File: src/hw/rtl/a64e_pkg.sv
// ----------------------------------------------------------------------------
// a64e_pkg
// shared types, opcodes and error codes of the a64 instruction encoder
// ----------------------------------------------------------------------------
`default_nettype none
package a64e_pkg;

    localparam logic [3:0] ACT_ADDSUB_REG = 4'd0;
    localparam logic [3:0] ACT_ADDSUB_IMM = 4'd1;
    localparam logic [3:0] ACT_MUL_ADD    = 4'd2;
    localparam logic [3:0] ACT_SDIV       = 4'd3;
    localparam logic [3:0] ACT_LOGIC      = 4'd4;
    localparam logic [3:0] ACT_SHIFT      = 4'd5;
    localparam logic [3:0] ACT_MOVE_WIDE  = 4'd6;
    localparam logic [3:0] ACT_MOV_IMM    = 4'd7;
    localparam logic [3:0] ACT_LDST       = 4'd8;
    localparam logic [3:0] ACT_PAIR       = 4'd9;
    localparam logic [3:0] ACT_B          = 4'd10;
    localparam logic [3:0] ACT_BCOND      = 4'd11;
    localparam logic [3:0] ACT_CBZ        = 4'd12;
    localparam logic [3:0] ACT_REGBRANCH  = 4'd13;
    localparam logic [3:0] ACT_CSET       = 4'd14;
    localparam logic [3:0] ACT_MOV        = 4'd15;

    localparam logic [3:0] ERR_OK       = 4'd0;
    localparam logic [3:0] ERR_SP_ZR    = 4'd1;
    localparam logic [3:0] ERR_ZR_SP    = 4'd2;
    localparam logic [3:0] ERR_RANGE    = 4'd3;
    localparam logic [3:0] ERR_ALIGN    = 4'd4;
    localparam logic [3:0] ERR_WSHIFT   = 4'd5;
    localparam logic [3:0] ERR_OVERLAP  = 4'd6;
    localparam logic [3:0] ERR_SAME_LDP = 4'd7;
    localparam logic [3:0] ERR_AL_CSET  = 4'd8;

    localparam int QDEPTH = 2;

    typedef struct packed {
        logic [3:0]  action;
        logic [1:0]  variant;
        logic        wide_form;
        logic [5:0]  reg_d;
        logic [5:0]  reg_n;
        logic [5:0]  reg_m;
        logic [5:0]  reg_a;
        logic [3:0]  cond;
        logic        option_flag;
        logic [5:0]  chunk_shift;
        logic [63:0] value;
    } req_t;

    // front result: base word (or move-imm template) plus expansion info
    typedef struct packed {
        logic [31:0] word;      // first word, complete
        logic [3:0]  error_code;
        logic [31:0] k_base;    // movk template: sf | opc | rd
        logic [63:0] chunks;    // raw value for movk words
        logic [3:0]  kmask;     // chunks still to emit as movk after first
    } job_t;

    typedef struct packed {
        logic [31:0] word;
        logic [3:0]  error_code;
        logic        last;
    } res_t;

endpackage
`default_nettype wire

File: src/hw/rtl/a64e_back.sv
// ----------------------------------------------------------------------------
// a64e_back
// emits the words of one job, expanding movk chunks, into an output register
// ----------------------------------------------------------------------------
`default_nettype none
module a64e_back
    import a64e_pkg::*;
(
    input  wire logic clk,
    input  wire logic rst_n,
    input  wire logic job_valid,
    input  wire job_t job,
    output logic      job_pop,
    output logic      out_valid,
    output res_t      out_data,
    input  wire logic out_ready
);
    logic       busy_reg, busy_next;
    logic [3:0] km_reg, km_next;
    logic       ov_reg, ov_next;
    res_t       od_reg, od_next;
    logic [3:0] cur_mask;
    logic [1:0] idx;
    logic [3:0] rest;
    logic       load;

    assign out_valid = ov_reg;
    assign out_data  = od_reg;

    always_comb
    begin
        load = !ov_reg || out_ready;
        busy_next = busy_reg;
        km_next = km_reg;
        ov_next = ov_reg && !out_ready;
        od_next = od_reg;
        job_pop = 1'b0;
        cur_mask = busy_reg ? km_reg : '0;
        idx = cur_mask[0] ? 2'd0 : cur_mask[1] ? 2'd1 : cur_mask[2] ? 2'd2 : 2'd3;
        rest = cur_mask & ~(4'd1 << idx);
        if (load)
        begin
            if (busy_reg)
            begin
                ov_next = 1'b1;
                od_next.word = job.k_base | {9'h0, idx, 21'h0}
                               | {11'h0, job.chunks[16*idx +: 16], 5'h0};
                od_next.error_code = ERR_OK;
                od_next.last = (rest == 4'd0);
                km_next = rest;
                if (rest == 4'd0)
                begin
                    busy_next = 1'b0;
                    job_pop = 1'b1;
                end
            end
            else if (job_valid)
            begin
                ov_next = 1'b1;
                od_next.word = job.word;
                od_next.error_code = job.error_code;
                od_next.last = (job.kmask == 4'd0);
                km_next = job.kmask;
                if (job.kmask == 4'd0)
                    job_pop = 1'b1;
                else
                    busy_next = 1'b1;
            end
        end
    end

    always_ff @(posedge clk)
    begin
        od_reg <= od_next;
        km_reg <= km_next;
    end

    always_ff @(posedge clk or negedge rst_n)
    begin
        if (!rst_n)
        begin
            busy_reg <= 1'b0;
            ov_reg   <= 1'b0;
        end
        else
        begin
            busy_reg <= busy_next;
            ov_reg   <= ov_next;
        end
    end
endmodule
`default_nettype wire

File: config.mk
export PLATFORM = sky130hd
export DESIGN_NAME = a64e_back
export DESIGN_NICKNAME = d
export VERILOG_FILES = /design/src/hw/rtl/a64e_pkg.sv /design/src/hw/rtl/a64e_back.sv
export SDC_FILE = /design/constraint.sdc
export NUM_CORES = 1
export LEC_CHECK = 0
export ABC_AREA = 1
export BUFFER_PORTS_ARGS = -buffer_cell sky130_fd_sc_hd__buf_2
export CAP_MARGIN = 20
export CELL_PAD_IN_SITES_DETAIL_PLACEMENT = 1
export CELL_PAD_IN_SITES_GLOBAL_PLACEMENT = 2
export CORE_ASPECT_RATIO = 0.6
export CORE_UTILIZATION = 23
export CTS_CLUSTER_SIZE = 14
export DETAILED_ROUTE_END_ITERATION = 10
export GPL_ROUTABILITY_DRIVEN = 0
export PLACE_DENSITY = 0.95
export SLEW_MARGIN = 20
export SYNTH_ARGS = -nofsm -noshare
export SYNTH_HDL_FRONTEND = slang
export SYNTH_SLANG_ARGS = --single-unit
File: constraint.sdc
create_clock -name clk -period 5.7 [get_ports clk]
set_clock_uncertainty 0.2 [all_clocks]
set_input_delay 0.285 -clock clk [delete_from_list [all_inputs] [get_ports clk]]
set_output_delay 0.285 -clock clk [all_outputs]
set_load 0.02 [all_outputs]
* Yosys cells after proc, flatten, opt, wreduce, memory -nomap -nowiden *
Index checks and enable logic that the tools add are counted.

operators by class
  add/sub/neg operators = 0
  order comparisons = 0
  div/mod/pow operators = 0
  shift operators = 2
  reductions and logical operators = 8
  eq/ne operators = 0
  bitwise operators = 4
  multipliers = 0
  mux-type cells = 20

operator list
  kind                                              count
  2-to-1 mux 37 bit                                 2
  variable part select 64 x 7 -> 16 bit             1
  bitwise OR 32 x 21 -> 32 bit                      1
  bitwise OR 32 x 23 -> 32 bit                      1
  2-to-1 mux 1 bit                                  13
  2-to-1 mux 4 bit                                  3
  zero test 4 bit                                   2
  bitwise AND 4 bit                                 1
  2-to-1 mux 2 bit                                  2
  NOT 4 bit                                         1
  << shifter 1 x 2 -> 4 bit (first input constant)  1
  zero test 1 bit                                   2
  AND reduction 2 bit                               1
  nonzero test 2 bit                                1
  logical AND 1 bit                                 1
  logical OR 1 bit                                  1

storage, ports and cells
  flip-flop bits (word level) = 43
  memories = 0
  bits in latches = 0
  bits of input ports = 140
  memory bits (writable) = 0
  memory bits (read-only) = 0

* Logic depth before layout (Yosys ltp) *
  word-level depth = 11
  mapped depth = 9

* Worst setup path after synthesis *
OpenSTA, ideal clock, no wires.

  kind = register -> output
  start = register busy_reg
  end = output job_pop
  slack = 2112 ps
  path buffers = 1
  data arrival time = 3103 ps
  stages on the path, launching flop included = 6
  cell sequence = dfrtp_1 buf_4 inv_2 a21oi_1 inv_1 nor2_1

between the ends
  longest elaborated chain between the ends = 11

RTL lines
  element                         line             RTL
  from (decl)                     a64e_back.sv:18  logic busy_reg, busy_next;
  from (signal assigned)          a64e_back.sv:87  busy_reg <= busy_next;
  2-to-1 mux 4 bit                a64e_back.sv:38  cur_mask = busy_reg ? km_reg : '0;
  2-to-1 mux 1 bit                a64e_back.sv:39  idx = cur_mask[0] ? 2'd0 : cur_mask[1] ? 2'd1 : cur_mask[2] ? 2'd2 : 2'd3;
  2-to-1 mux 2 bit (2 in series)  a64e_back.sv:39
  << shifter 1 x 2 -> 4 bit       a64e_back.sv:40  rest = cur_mask & ~(4'd1 << idx);
  NOT 4 bit                       a64e_back.sv:40
  bitwise AND 4 bit               a64e_back.sv:40
  zero test 4 bit                 a64e_back.sv:51  if (rest == 4'd0)
  2-to-1 mux 1 bit                a64e_back.sv:51
  2-to-1 mux 1 bit *              a64e_back.sv:43  if (busy_reg)
  2-to-1 mux 1 bit *              a64e_back.sv:41  if (load)
  to (decl)                       a64e_back.sv:13  output logic job_pop,

Every way passes the cells marked *; elsewhere a longest branch is shown, timed or not.

* Final worst setup path *
Same ends and word-level chain as after synthesis.

==> flow_summary.toml <==
[logic_synthesis]
syn-cell-area_mm2 = 0.00286
synthTopCellsByArea = "edfxtp_1, nand3_1, nand2_1"
synth.distinct_cells = 23
ys_seq_area_frac = 0.448
syn_nets = 533
ys_seq_elements = 43
ys.flop_type = "edfxtp_1"
synth_edf_count = 41
yosysTopAreaCell = "edfxtp_1"
postSynthAreaPerCell_um2 = 7.27
async_flop_share = 0.0465
synth_top_cells_by_count = "nand2_1, inv_1, nand3_1"
yosys_warnings = 0
syn_inst = 393
yosysTopAreaCellShare = 0.431
synth.most_common_cell = "nand2_1"

[drt]
ant_nets = 0
via_per_inst = 4.22
first_pass_iters = 4
drcViolationCount = 0
wl_per_cell_um = 13.9
drt_iter0_markers = 55
routed_wl_mm = 10.1
vias = 3066

[grt]
antenna_found_initial = 0
grt_pass1_wl_mm = 15.8
grt.total_usage = 0.158
grt_pass1_vias = 3236
grt_max_degree = 46
grt.overflow.total = 0

[worst_setup_path]
crit_type = "reg -> out"
crit_path_max_fanout = 45
crit_start = "busy_reg"
cp-end-kind = "primary output"
cp.required_ns = 5.22
critPathBufInv = 3
path_cells = "inv_2 > a21oi_4 > inv_1 > nor2_1 > buf_2"
reg2reg_from = "busy_reg"
cp-start-kind = "flip-flop"
critical_path.top_delay_family = "flip-flops"
critPathArrivalTime_ns = 2.99
crit_path_max_incr_delay_ns = 0.96
cpMaxStageDelayCell = "dfrtp_2"

[finish]
fin_cells = 727
antennaDiodeCount = 0
largest_reg_flops = 37
final_nets = 701
drive_gt1_frac = 0.377
n_fill_cell = 1562
area_delta_synth_final_pct = 41.3

[floorplanning]
initial_utilization = 0.236
core_area_mm2 = 0.0121
pin_count = 179
fp.dieH_um = 88.4
die-area_mm2 = 0.0129
rows = 31
die_w_um = 146

[clocking]
cts.htree.levels = 2
cts_hold_buffers = 1
cts_made_buffers = 5
clk_pin_slew_ns = 0.06
clk_latency_ns = 0.28
cts_sinks = 43
tritoncts = "done"
postCtsSetupBuffers = 0
clockBufferDepth = 2
cts_resized = 0
root_buffer = "clkbuf_16"

[pwr]
peakVddDrop_uv = 165
leakagePower_nw = 2.27
powerDensity_mw_per_mm2 = 442

[run_status]
outcome = "complete, no violations"

[place]
port_buffers = 178
post-dp-hpwl_mm = 7.74
dpl_worst_slack_ns = 2.31
dp.cells = 718

[min_path]
hold_start = "job[134]"
min_path_type = "in -> reg"

[sta]
slew_headroom = 0.392
fmax_mhz = 287
period_needed_ns = 3.48
slew_violations = 0
finalSetupViolations = 0
hold-worst-slack_ns = 0.0665
finalCritPeriodShare = 0.610
finalHoldViolations = 0
rsz0062_at_grt = "no"
tightest_slew_ns = 0.911
timing.final.ws_setup_ns = 2.22
setup_tns_ns = 0

[job]
drv_cap = 0
[report_power, final]
group | internal, mW | total (mW) | switching [mW]
clock network | 0.218 | 0.339 | 0.121
logic | 0.280 | 0.852 | 0.571
registers | 0.504 | 0.596 | 0.0914
[cells by family (layout without fill, tap and decap cells)]
logic type             Yosys count  in the layout  share of synthesized area
flip-flops                      43             43                      0.448
AO/OA/AOI/OAI                    7              7                     0.0149
AND/OR/NAND/NOR                227            227                      0.367
buffers and inverters          116            285                      0.170
[cell usage in the layout (no fill, tap or decap), types with 2 or more instances in the layout]
| cell | count |
|---|---|
| buf_2 | 178 |
| nand2_1 | 96 |
| inv_1 | 95 |
| nand3_1 | 85 |
| edfxtp_1 | 41 |
| nor2_1 | 24 |
| or2_2 | 16 |
| clkbuf_16 | 5 |
| nand2_4 | 2 |
| o21ai_0 | 2 |
[path summary, 6_finish.rpt]
check / end / slack, ns / cells after the start
max: job_pop / 2.22 / 5
min: out_data[35] / 0.07 / 3
max reg2reg: out_data[19] / 2.44 / 3
min reg2reg: km_reg[3] / 0.43 / 2
max in group asynchronous: busy_reg / 5.08 / 2
min in group asynchronous: busy_reg / 0.11 / 2
[layout make-up]
cell class                 count  area, um^2  area share
multi-input combinational    234        1100       0.273
clock inverter                 2        35.0     0.00867
inverter                      97         367      0.0907
tap                          165         206      0.0511
clock buffer                   6         139      0.0344
sequential                    43        1280       0.317
timing repair buffer         180         908       0.225
[tightest hold or removal path: cells and delay by family]
family                 cells  cell delay (ns)
buffers and inverters      1             0.08
and+or+nand+nor            2             0.08
[per-layer routing]
metal,up-vias,global-route usage,part of all wire
met5,-,0,0
met4,0,0.0402,0.0092
met3,6,0.0448,0.071
met2,119,0.281,0.46
met1,1396,0.190,0.46
li1,1545,-,-
[through the flow]
stage          power (mW)  utilization  instance area, um^2
4_1_cts              1.83        0.334                 4040
3_3_place_gp         1.44        0.319                 3860
6_report             1.79        0.334                 4040
3_5_place_dp         1.48        0.319                 3860
5_1_grt              1.93        0.334                 4040
2_1_floorplan        1.21            -                 2860
Power figures use the tool's default switching activity.
