==> src/hw/rtl/a64e_pkg.sv <==
// ----------------------------------------------------------------------------
// a64e_pkg
// shared types, opcodes and error codes of the a64 instruction encoder
// ----------------------------------------------------------------------------
`default_nettype none
package a64e_pkg;

    localparam logic [3:0] ACT_ADDSUB_REG = 4'd0;
    localparam logic [3:0] ACT_ADDSUB_IMM = 4'd1;
    localparam logic [3:0] ACT_MUL_ADD    = 4'd2;
    localparam logic [3:0] ACT_SDIV       = 4'd3;
    localparam logic [3:0] ACT_LOGIC      = 4'd4;
    localparam logic [3:0] ACT_SHIFT      = 4'd5;
    localparam logic [3:0] ACT_MOVE_WIDE  = 4'd6;
    localparam logic [3:0] ACT_MOV_IMM    = 4'd7;
    localparam logic [3:0] ACT_LDST       = 4'd8;
    localparam logic [3:0] ACT_PAIR       = 4'd9;
    localparam logic [3:0] ACT_B          = 4'd10;
    localparam logic [3:0] ACT_BCOND      = 4'd11;
    localparam logic [3:0] ACT_CBZ        = 4'd12;
    localparam logic [3:0] ACT_REGBRANCH  = 4'd13;
    localparam logic [3:0] ACT_CSET       = 4'd14;
    localparam logic [3:0] ACT_MOV        = 4'd15;

    localparam logic [3:0] ERR_OK       = 4'd0;
    localparam logic [3:0] ERR_SP_ZR    = 4'd1;
    localparam logic [3:0] ERR_ZR_SP    = 4'd2;
    localparam logic [3:0] ERR_RANGE    = 4'd3;
    localparam logic [3:0] ERR_ALIGN    = 4'd4;
    localparam logic [3:0] ERR_WSHIFT   = 4'd5;
    localparam logic [3:0] ERR_OVERLAP  = 4'd6;
    localparam logic [3:0] ERR_SAME_LDP = 4'd7;
    localparam logic [3:0] ERR_AL_CSET  = 4'd8;

    localparam int QDEPTH = 2;

    typedef struct packed {
        logic [3:0]  action;
        logic [1:0]  variant;
        logic        wide_form;
        logic [5:0]  reg_d;
        logic [5:0]  reg_n;
        logic [5:0]  reg_m;
        logic [5:0]  reg_a;
        logic [3:0]  cond;
        logic        option_flag;
        logic [5:0]  chunk_shift;
        logic [63:0] value;
    } req_t;

    // front result: base word (or move-imm template) plus expansion info
    typedef struct packed {
        logic [31:0] word;      // first word, complete
        logic [3:0]  error_code;
        logic [31:0] k_base;    // movk template: sf | opc | rd
        logic [63:0] chunks;    // raw value for movk words
        logic [3:0]  kmask;     // chunks still to emit as movk after first
    } job_t;

    typedef struct packed {
        logic [31:0] word;
        logic [3:0]  error_code;
        logic        last;
    } res_t;

endpackage
`default_nettype wire

==> src/hw/rtl/a64e_queue.sv <==
// ----------------------------------------------------------------------------
// a64e_queue
// short job fifo between the front and the back
// ----------------------------------------------------------------------------
`default_nettype none
module a64e_queue
    import a64e_pkg::*;
(
    input  wire logic clk,
    input  wire logic rst_n,
    input  wire logic push,
    input  wire job_t push_data,
    output logic      full,
    input  wire logic pop,
    output job_t      pop_data,
    output logic      empty
);
    job_t      mem_reg [QDEPTH];
    logic      wp_reg, wp_next, rp_reg, rp_next;
    logic [1:0] cnt_reg, cnt_next;

    assign full     = (cnt_reg == 2'(QDEPTH));
    assign empty    = (cnt_reg == 2'd0);
    assign pop_data = mem_reg[rp_reg];

    always_comb
    begin
        wp_next  = wp_reg ^ push;
        rp_next  = rp_reg ^ pop;
        cnt_next = cnt_reg + 2'(push) - 2'(pop);
    end

    always_ff @(posedge clk)
    begin
        if (push)
            mem_reg[wp_reg] <= push_data;
    end

    always_ff @(posedge clk or negedge rst_n)
    begin
        if (!rst_n)
        begin
            wp_reg  <= 1'b0;
            rp_reg  <= 1'b0;
            cnt_reg <= 2'd0;
        end
        else
        begin
            wp_reg  <= wp_next;
            rp_reg  <= rp_next;
            cnt_reg <= cnt_next;
        end
    end
endmodule
`default_nettype wire

==> config.mk <==
export PLATFORM = sky130hd
export DESIGN_NAME = a64e_queue
export DESIGN_NICKNAME = d
export VERILOG_FILES = /design/src/hw/rtl/a64e_pkg.sv /design/src/hw/rtl/a64e_queue.sv
export SDC_FILE = /design/constraint.sdc
export NUM_CORES = 1
export LEC_CHECK = 0
export BUFFER_PORTS_ARGS = -buffer_cell sky130_fd_sc_hd__buf_2
export CORE_MARGIN = 5
export CORE_UTILIZATION = 49
export CTS_BUF_LIST = sky130_fd_sc_hd__clkbuf_8
export CTS_CLUSTER_SIZE = 20
export DETAILED_ROUTE_END_ITERATION = 6
export HOLD_SLACK_MARGIN = 0.12
export PLACE_DENSITY = 0.71
export SYNTH_ARGS = -nofsm -noshare
export SYNTH_HDL_FRONTEND = slang
export SYNTH_SLANG_ARGS = --single-unit
==> constraint.sdc <==
create_clock -name clk -period 4.8 [get_ports clk]
set_input_delay 0.48 -clock clk [delete_from_list [all_inputs] [get_ports clk]]
set_output_delay 0.48 -clock clk [all_outputs]
set_load 0.01 [all_outputs]
* After elaboration in Yosys (flattened, before gate mapping) *
Memories as Yosys holds them, arrays and structs flattened.
Index checks and enable logic that the tools add are counted.

storage, ports and cells
  word-level logic and storage cells = 12
  memories kept = 1
  bits in writable memories = 272
  register bits = 4
  input port bits = 140

operators by class
  bitwise operators = 2
  multiplexer cells = 2
  reduce and logical (&&, ||, !) cells = 1
  eq/ne operators = 1
  add/subtract/negate cells = 2

memory list
  name     depth  bits a word  rd ports  clocked after memory_dff  wr ports  RTL line          text
  mem_reg  2      136          1         0                         1         a64e_queue.sv:18  job_t mem_reg [QDEPTH];

operators by type and width
  cell                  number
  $add A2 B1 Y2         1
  $eq A2 B2 Y1 const B  1
  $logic_not A2 Y1      1
  $mux W1               2
  $sub A2 B1 Y2         1
  $xor A1 B1 Y1         2

* Longest topological paths before layout *
Gate-level depths: netlist (run 1).

  word-level depth = 2
  depth in mapped cells = 5
  depth with buffers taken out = 5

* Worst setup path after synthesis (run 1) *
Ideal clock, no wire load.

  path type = in2reg
  start point = input port push
  end point = memory mem_reg[0][0] (netlist bit) (enable)
  path slack = 0.626 ns
  path buffers = 0
  cell stages on the path = 1
  required time = 4.288 ns
  arrival = 3.662 ns
  setup time = 0.512 ns
  cell sequence = ha_1

on the way
  longest elaborated chain between the ends = 2

ends and longest elaborated chain
  element                        RTL line          text
  start: declaration             a64e_queue.sv:11  input wire logic push,
  $mux W1                        a64e_queue.sv:35  if (push)
  $mux W1 (not written as such)  a64e_queue.sv:36  mem_reg[wp_reg] <= push_data;
  end: declaration               a64e_queue.sv:18

Every way passes these cells.

==> qor.yml, run 1 <==
final_worst_clock_skew_ns: 0.0177
final.min_clock_period_ns: 3.07
hold_violation_count_in_the_final_report: 0
setup_repair_after_global_routing_missed_its_margin: "no"
finish.utilization_pct: 66.9
drv_cap: 0
worst-endpoint-arrival_ns: 2.59
synth_compound_area_share_pct: 0
synth.cell_area_um2: 10100
clkSinkCount: 276
synth-xor-area-share_pct: 0.322
hold_path_cell_cnt: 1
crit_fanout: 69
worstSetupStartpointType: "register"
grtUsageTotal_pct: 17.8
detailedRoute.firstPassIterationCount: 4
place_worst_setup_slack_ns: 2.25
post_detailed_route_via_to_cell_ratio: 4.86
cellInternalPower_mw: 5.17
finish.instance_area_um2: 13500
core_area_um2: 20200
drc_violations_left: 0
die_area_um2: 23600
clk_path_buf_depth: 3
synthDominantCellAreaShare_pct: 80.9
layout_common_cells: "buf_2 (277), edfxtp_1 (272), mux2_2 (136)"
cts.htree.levels: 2
ff2ff_path_depth: 3
timing.reg2reg.setup_slack_ns: 2.56
adder_cell_share_of_the_synthesized_area_pct: 0.495
buffer_ports.inserted: 277
clock_insertion_delay_worst_skew_ns: 0.53
post_route_cells_drive_above_1_share_pct: 53.6
first_iter_violations: 209
headroom_to_the_max_slew_limit_pct: 37.7
grt_remaining_overflow: 0
worst_path_max_stage_delay_ns: 1.04
die-width_um: 154
post_cts_buffers: 0
synth_top_family_by_area: "multiplexers"
tightest_slew_ns: 0.935
cellPowerDensity_nw_per_um2: 539
clkSlewWorstSetupHoldPaths_ns: 0.06
syn_nets: 583
final_nets: 999
ctsHoldBuffers: 97
synth_mux_area_share_pct: 15.2
cts_tree: "built"
gp_routability_congestion: 0.780
fmax_mhz: 325
hp-start: "push_data[73]"
crit-reg2reg-launch: "wp_reg$_DFF_PN0_"
grt_pass1_vias: 6486
fillCellCount: 1340
grt_first_pass_wirelength_mm: 33.1
floorplan.initialDensity_pct: 49.9
crit_chain: "buf_12 > mux2_2 > buf_2"
place.detailed.hpwl_mm: 13.3
run_status: "finished clean"
antenna_violations_before_repair: 2
final_common_cell: "buf_2"
synth_cells: 439
pwr-share-seq_pct: 46.9
detail_route.wl_per_cell_um: 18.7
clockRootBuffer: "clkbuf_8"
synth.yosys.seq_area_share_pct: 81.9
sw_frac_of_total_pct: 29.0
ff_latch_count_synth: 276
io_pins: 278
timing.final.setup_violations: 0
area_delta_synth_final_pct: 33.9
clock_power_share_pct: 24.8
cts_made_buffers: 44
vdd_ir_drop_max_uv: 311
synthesized_area_fraction_occupied_by_and_or_nand_nor_cells_pct: 0.0991
final_max_slew_viols: 0
synthDistinctLibCells: 11
comb_power_share_pct: 28.3
fp.dieH_um: 154
cellLeakagePower_nw: 5.19
rows: 52
biggest_area_contributors_in_the_synthesized_netlist: "edfxtp_1 (81%), mux2_2 (15%), clkbuf_8 (1.4%), dfrtp_1 (0.99%), buf_6 (0.56%)"
ant_nets: 0
worst_setup_end_kind: "output pin"
worstPathRequired_ns: 4.32
endpoint_of_the_worst_slack_reg_to_reg_timing_path: "mem_reg[0][45]$_DFFE_PP_"
critical_path_class: "reg2out"
finalCritPeriodShare_pct: 64.0
cell_area_reported_after_detailed_placement_um2: 11700
worstHoldEndpoint: "mem_reg[0][73]$_DFFE_PP_"
tns_ns: 0
largest_reg_flops: 272
timing.hold.worst.class: "in2reg"
pin_count_of_the_biggest_net_entering_global_routing: 70
synthDominantAreaCellType: "edfxtp_1"
yosys_warnings: 0
post_synth.cell_area_avg_um2: 23.0
crit_path_top_delay_cell: "dfrtp_4"
cts_resized: 0
post-route-worst-setup-slack_ns: 1.73
detail_route.wirelength_mm: 21.6
power.switching_mw: 2.11
vias: 5607
-- worst max path at each step --
stage                     start                 endpoint  slack (ns)  cells past startpoint
3_3_place_gp   rp_reg$_DFF_PN0_             pop_data[75]        2.27                      3
5_1_grt        rp_reg$_DFF_PN0_             pop_data[72]        1.59                      3
2_1_floorplan              push  mem_reg[0][0]$_DFFE_PP_        0.63                      1
3_5_place_dp   rp_reg$_DFF_PN0_             pop_data[75]        2.25                      3
6_report       rp_reg$_DFF_PN0_             pop_data[75]        1.73                      3
4_1_cts        rp_reg$_DFF_PN0_             pop_data[75]        1.67                      3
-- critical path: cells and delay by family, from the launching register on --
| family | cells | cell delay [ns] |
|---|---|---|
| buf+inv | 2 | 0.54 |
| flops | 1 | 1.04 |
| mux | 1 | 0.41 |
-- synthesized netlist by cell type, drive strengths merged --
cell	n
mux2	136
dfrtp	4
clkbuf	10
xor3	1
nor2	1
ha	4
nor2b	1
xor2	1
edfxtp	272
buf	5
inv	4
-- cell families (layout without fill, tap and decap cells) --
group / after synthesis / after routing
mux: 136 / 136
simple gates: 2 / 2
buf+inv: 19 / 461
fa+ha+maj: 4 / 4
xor+xnor: 2 / 2
other cells: 0 / 2
flops: 276 / 276
-- cell type report --
type                    instances  area, um2  share of cell area (%)
well taps                     270        338                    2.50
multi-input cells             144       1650                    12.2
diodes                          2       5.00                  0.0370
flip-flops and latches        276       8270                    61.1
clock inverters                27        164                    1.21
clock buffers                  45        619                    4.58
inverters                       4       15.0                   0.111
repair buffers                385       2470                    18.2
-- per-stage QoR --
| stage | instances | hold WS (ns) | power (mW) |
|---|---|---|---|
| floorplan | 439 | 0.184 | 4.81 |
| global placement | 976 | 0.288 | 5.42 |
| detailed placement | 976 | 0.290 | 5.48 |
| CTS | 1145 | 0.120 | 7.36 |
| global route | 1153 | 0.121 | 7.65 |
| finish | 1153 | 0.153 | 7.29 |
-- power groups by stage --
| stage | logic (mW) | clock network (mW) | registers (mW) |
|---|---|---|---|
| after floorplan | 1.43 | 0 | 3.38 |
| after global routing | 2.21 | 1.98 | 3.46 |
| after global placement | 1.98 | 0 | 3.44 |
| after CTS | 2.09 | 1.85 | 3.42 |
| after detailed placement | 2.01 | 0 | 3.47 |
| final | 2.07 | 1.81 | 3.42 |
-- layer usage --
| metal | vias up | global-route usage, % | wire length [um] |
|---|---|---|---|
| met3 | 64 | 5.96 | 1710 |
| met5 | - | 0 | 0 |
| met1 | 2706 | 19.9 | 7890 |
| li1 | 2575 | - | - |
| met4 | 0 | 7.44 | 792 |
| met2 | 262 | 31.1 | 11200 |
Power figures use the tool's default switching activity.
==> run 2, diff against run 1 <==
==> constraint.sdc (replaced) <==
create_clock -name clk -period 3.2 [get_ports clk]
set_input_delay 0.32 -clock clk [delete_from_list [all_inputs] [get_ports clk]]
set_output_delay 0.32 -clock clk [all_outputs]
set_load 0.01 [all_outputs]
==> qor.yml, run 2 (same netlist as run 1, synthesis figures left out) <==
die-width_um: 154
crit_fanout: 57
io_pins: 278
grt_remaining_overflow: 0
worst-endpoint-arrival_ns: 2.31
setup_repair_after_global_routing_missed_its_margin: "no"
largest_reg_flops: 272
clkSlewWorstSetupHoldPaths_ns: 0.06
cellPowerDensity_nw_per_um2: 786
cellLeakagePower_nw: 5.38
fp.dieH_um: 154
floorplan.initialDensity_pct: 49.9
core_area_um2: 20200
final_common_cell: "buf_2"
clkSinkCount: 276
crit_path_top_delay_cell: "dfrtp_4"
clock_insertion_delay_worst_skew_ns: 0.52
headroom_to_the_max_slew_limit_pct: 58.9
grtUsageTotal_pct: 18.1
grt_first_pass_wirelength_mm: 34.1
cts_tree: "built"
crit_chain: "buf_12 > mux2_2 > buf_2"
die_area_um2: 23600
final_worst_clock_skew_ns: 0.0213
timing.final.setup_violations: 0
post_detailed_route_via_to_cell_ratio: 4.79
timing.hold.worst.class: "in2reg"
final_max_slew_viols: 0
drc_violations_left: 0
detail_route.wl_per_cell_um: 18.5
cts.htree.levels: 2
layout_common_cells: "buf_2 (277), edfxtp_1 (272), dlygate4sd3_1 (138)"
pin_count_of_the_biggest_net_entering_global_routing: 74
finalNonFillerCells: 1190
first_iter_violations: 245
clk_path_buf_depth: 3
ant_nets: 0
run_status: "finished clean"
critical_path_class: "reg2out"
clockRootBuffer: "clkbuf_8"
worst_setup_end_kind: "output pin"
vias: 5698
fmax_mhz: 381
grt_pass1_vias: 6331
rows: 52
place.detailed.instances: 977
detail_route.wirelength_mm: 22.0
worstSetupStartpointType: "register"
gp_routability_congestion: 0.774
finalCritPeriodShare_pct: 82.1
cts_made_buffers: 43
vdd_ir_drop_max_uv: 542
post_route_cells_drive_above_1_share_pct: 51.6
tightest_slew_ns: 0.616
detailedRoute.firstPassIterationCount: 4
buffer_ports.inserted: 277
worstPathRequired_ns: 2.88
antenna_violations_before_repair: 1
area_delta_synth_final_pct: 37.8
final_nets: 1034
hold_violation_count_in_the_final_report: 0
tns_ns: 0
place.detailed.hpwl_mm: 13.1
drv_cap: 0
worst_path_max_stage_delay_ns: 0.82
final.min_clock_period_ns: 2.63
## run 2: cell count changes in the layout (fill, tap and decap cells not counted), sizes merged, moves of 2 or more
cell | before | now
bufinv | 2 | 0
clkinv | 12 | 8
inv | 15 | 19
clkbuf | 45 | 50
dlygate4sd3 | 103 | 138
## run 2: critical path, delay by kind of cell (launching register included)
family   cells  cell delay (ns)
buf+inv      2             0.51
mux          1             0.40
flops        1             0.82
## run 2: layout make-up
cell class,instances,area [um2]
Tap cell,270,338
Timing Repair Buffer,421,2860
Multi-Input combinational cell,144,1650
Clock buffer,50,688
Inverter,4,15.0
Fill cell,1276,6310
Antenna cell,1,2.50
Sequential cell,276,8270
Clock inverter,24,95.1
## run 2: report_power, final
group | internal [mW] | switching [mW] | leakage (nW)
registers | 4.80 | 0.263 | 2.60
logic | 1.57 | 1.68 | 2.32
clock network | 1.41 | 1.23 | 0.454
## run 2: worst paths after layout
kind | start | endpoint | slack (ns) | cells after the start
max | rp_reg$_DFF_PN0_ | pop_data[121] | 0.57 | 3
min | push | cnt_reg[0]$_DFF_PN0_ | 0.16 | 2
max reg2reg | wp_reg$_DFF_PN0_ | mem_reg[0][31]$_DFFE_PP_ | 1.38 | 3
min reg2reg | cnt_reg[1]$_DFF_PN0_ | cnt_reg[1]$_DFF_PN0_ | 0.62 | 1
max in group asynchronous | rst_n | rp_reg$_DFF_PN0_ | 2.87 | 2
min in group asynchronous | rst_n | wp_reg$_DFF_PN0_ | 0.19 | 2
## run 2: per-stage QoR
| step | setup slack (ns) | power (mW) | instance area [um2] | hold WS [ns] | util, % |
|---|---|---|---|---|---|
| 3_5_place_dp | 1.12 | 8.24 | 11800 | 0.131 | 58.1 |
| 3_3_place_gp | 1.14 | 8.16 | 11800 | 0.128 | 58.1 |
| 2_1_floorplan | 0.576 | 7.15 | 10100 | 0.0244 | - |
| 6_report | 0.574 | 10.9 | 13900 | 0.158 | 68.8 |
| 5_1_grt | 0.481 | 11.5 | 13900 | 0.149 | 68.8 |
| 4_1_cts | 0.545 | 11.0 | 13900 | 0.124 | 68.8 |
## run 2: per-layer routing
| layer | global-route usage, % | part of all wire, % | vias up |
|---|---|---|---|
| li1 | - | - | 2664 |
| met1 | 21.1 | 37 | 2758 |
| met2 | 32.0 | 52 | 246 |
| met3 | 6.69 | 8.9 | 30 |
| met4 | 4.71 | 1.6 | 0 |
| met5 | 0 | 0 | - |
## run 2: timing repair
| action | in CTS | in global routing |
|---|---|---|
| hold buffers | 138 | 0 |
| resized for setup | 0 | 0 |
| hold endpoints to repair | 277 | 0 |
| setup buffers | 0 | 0 |
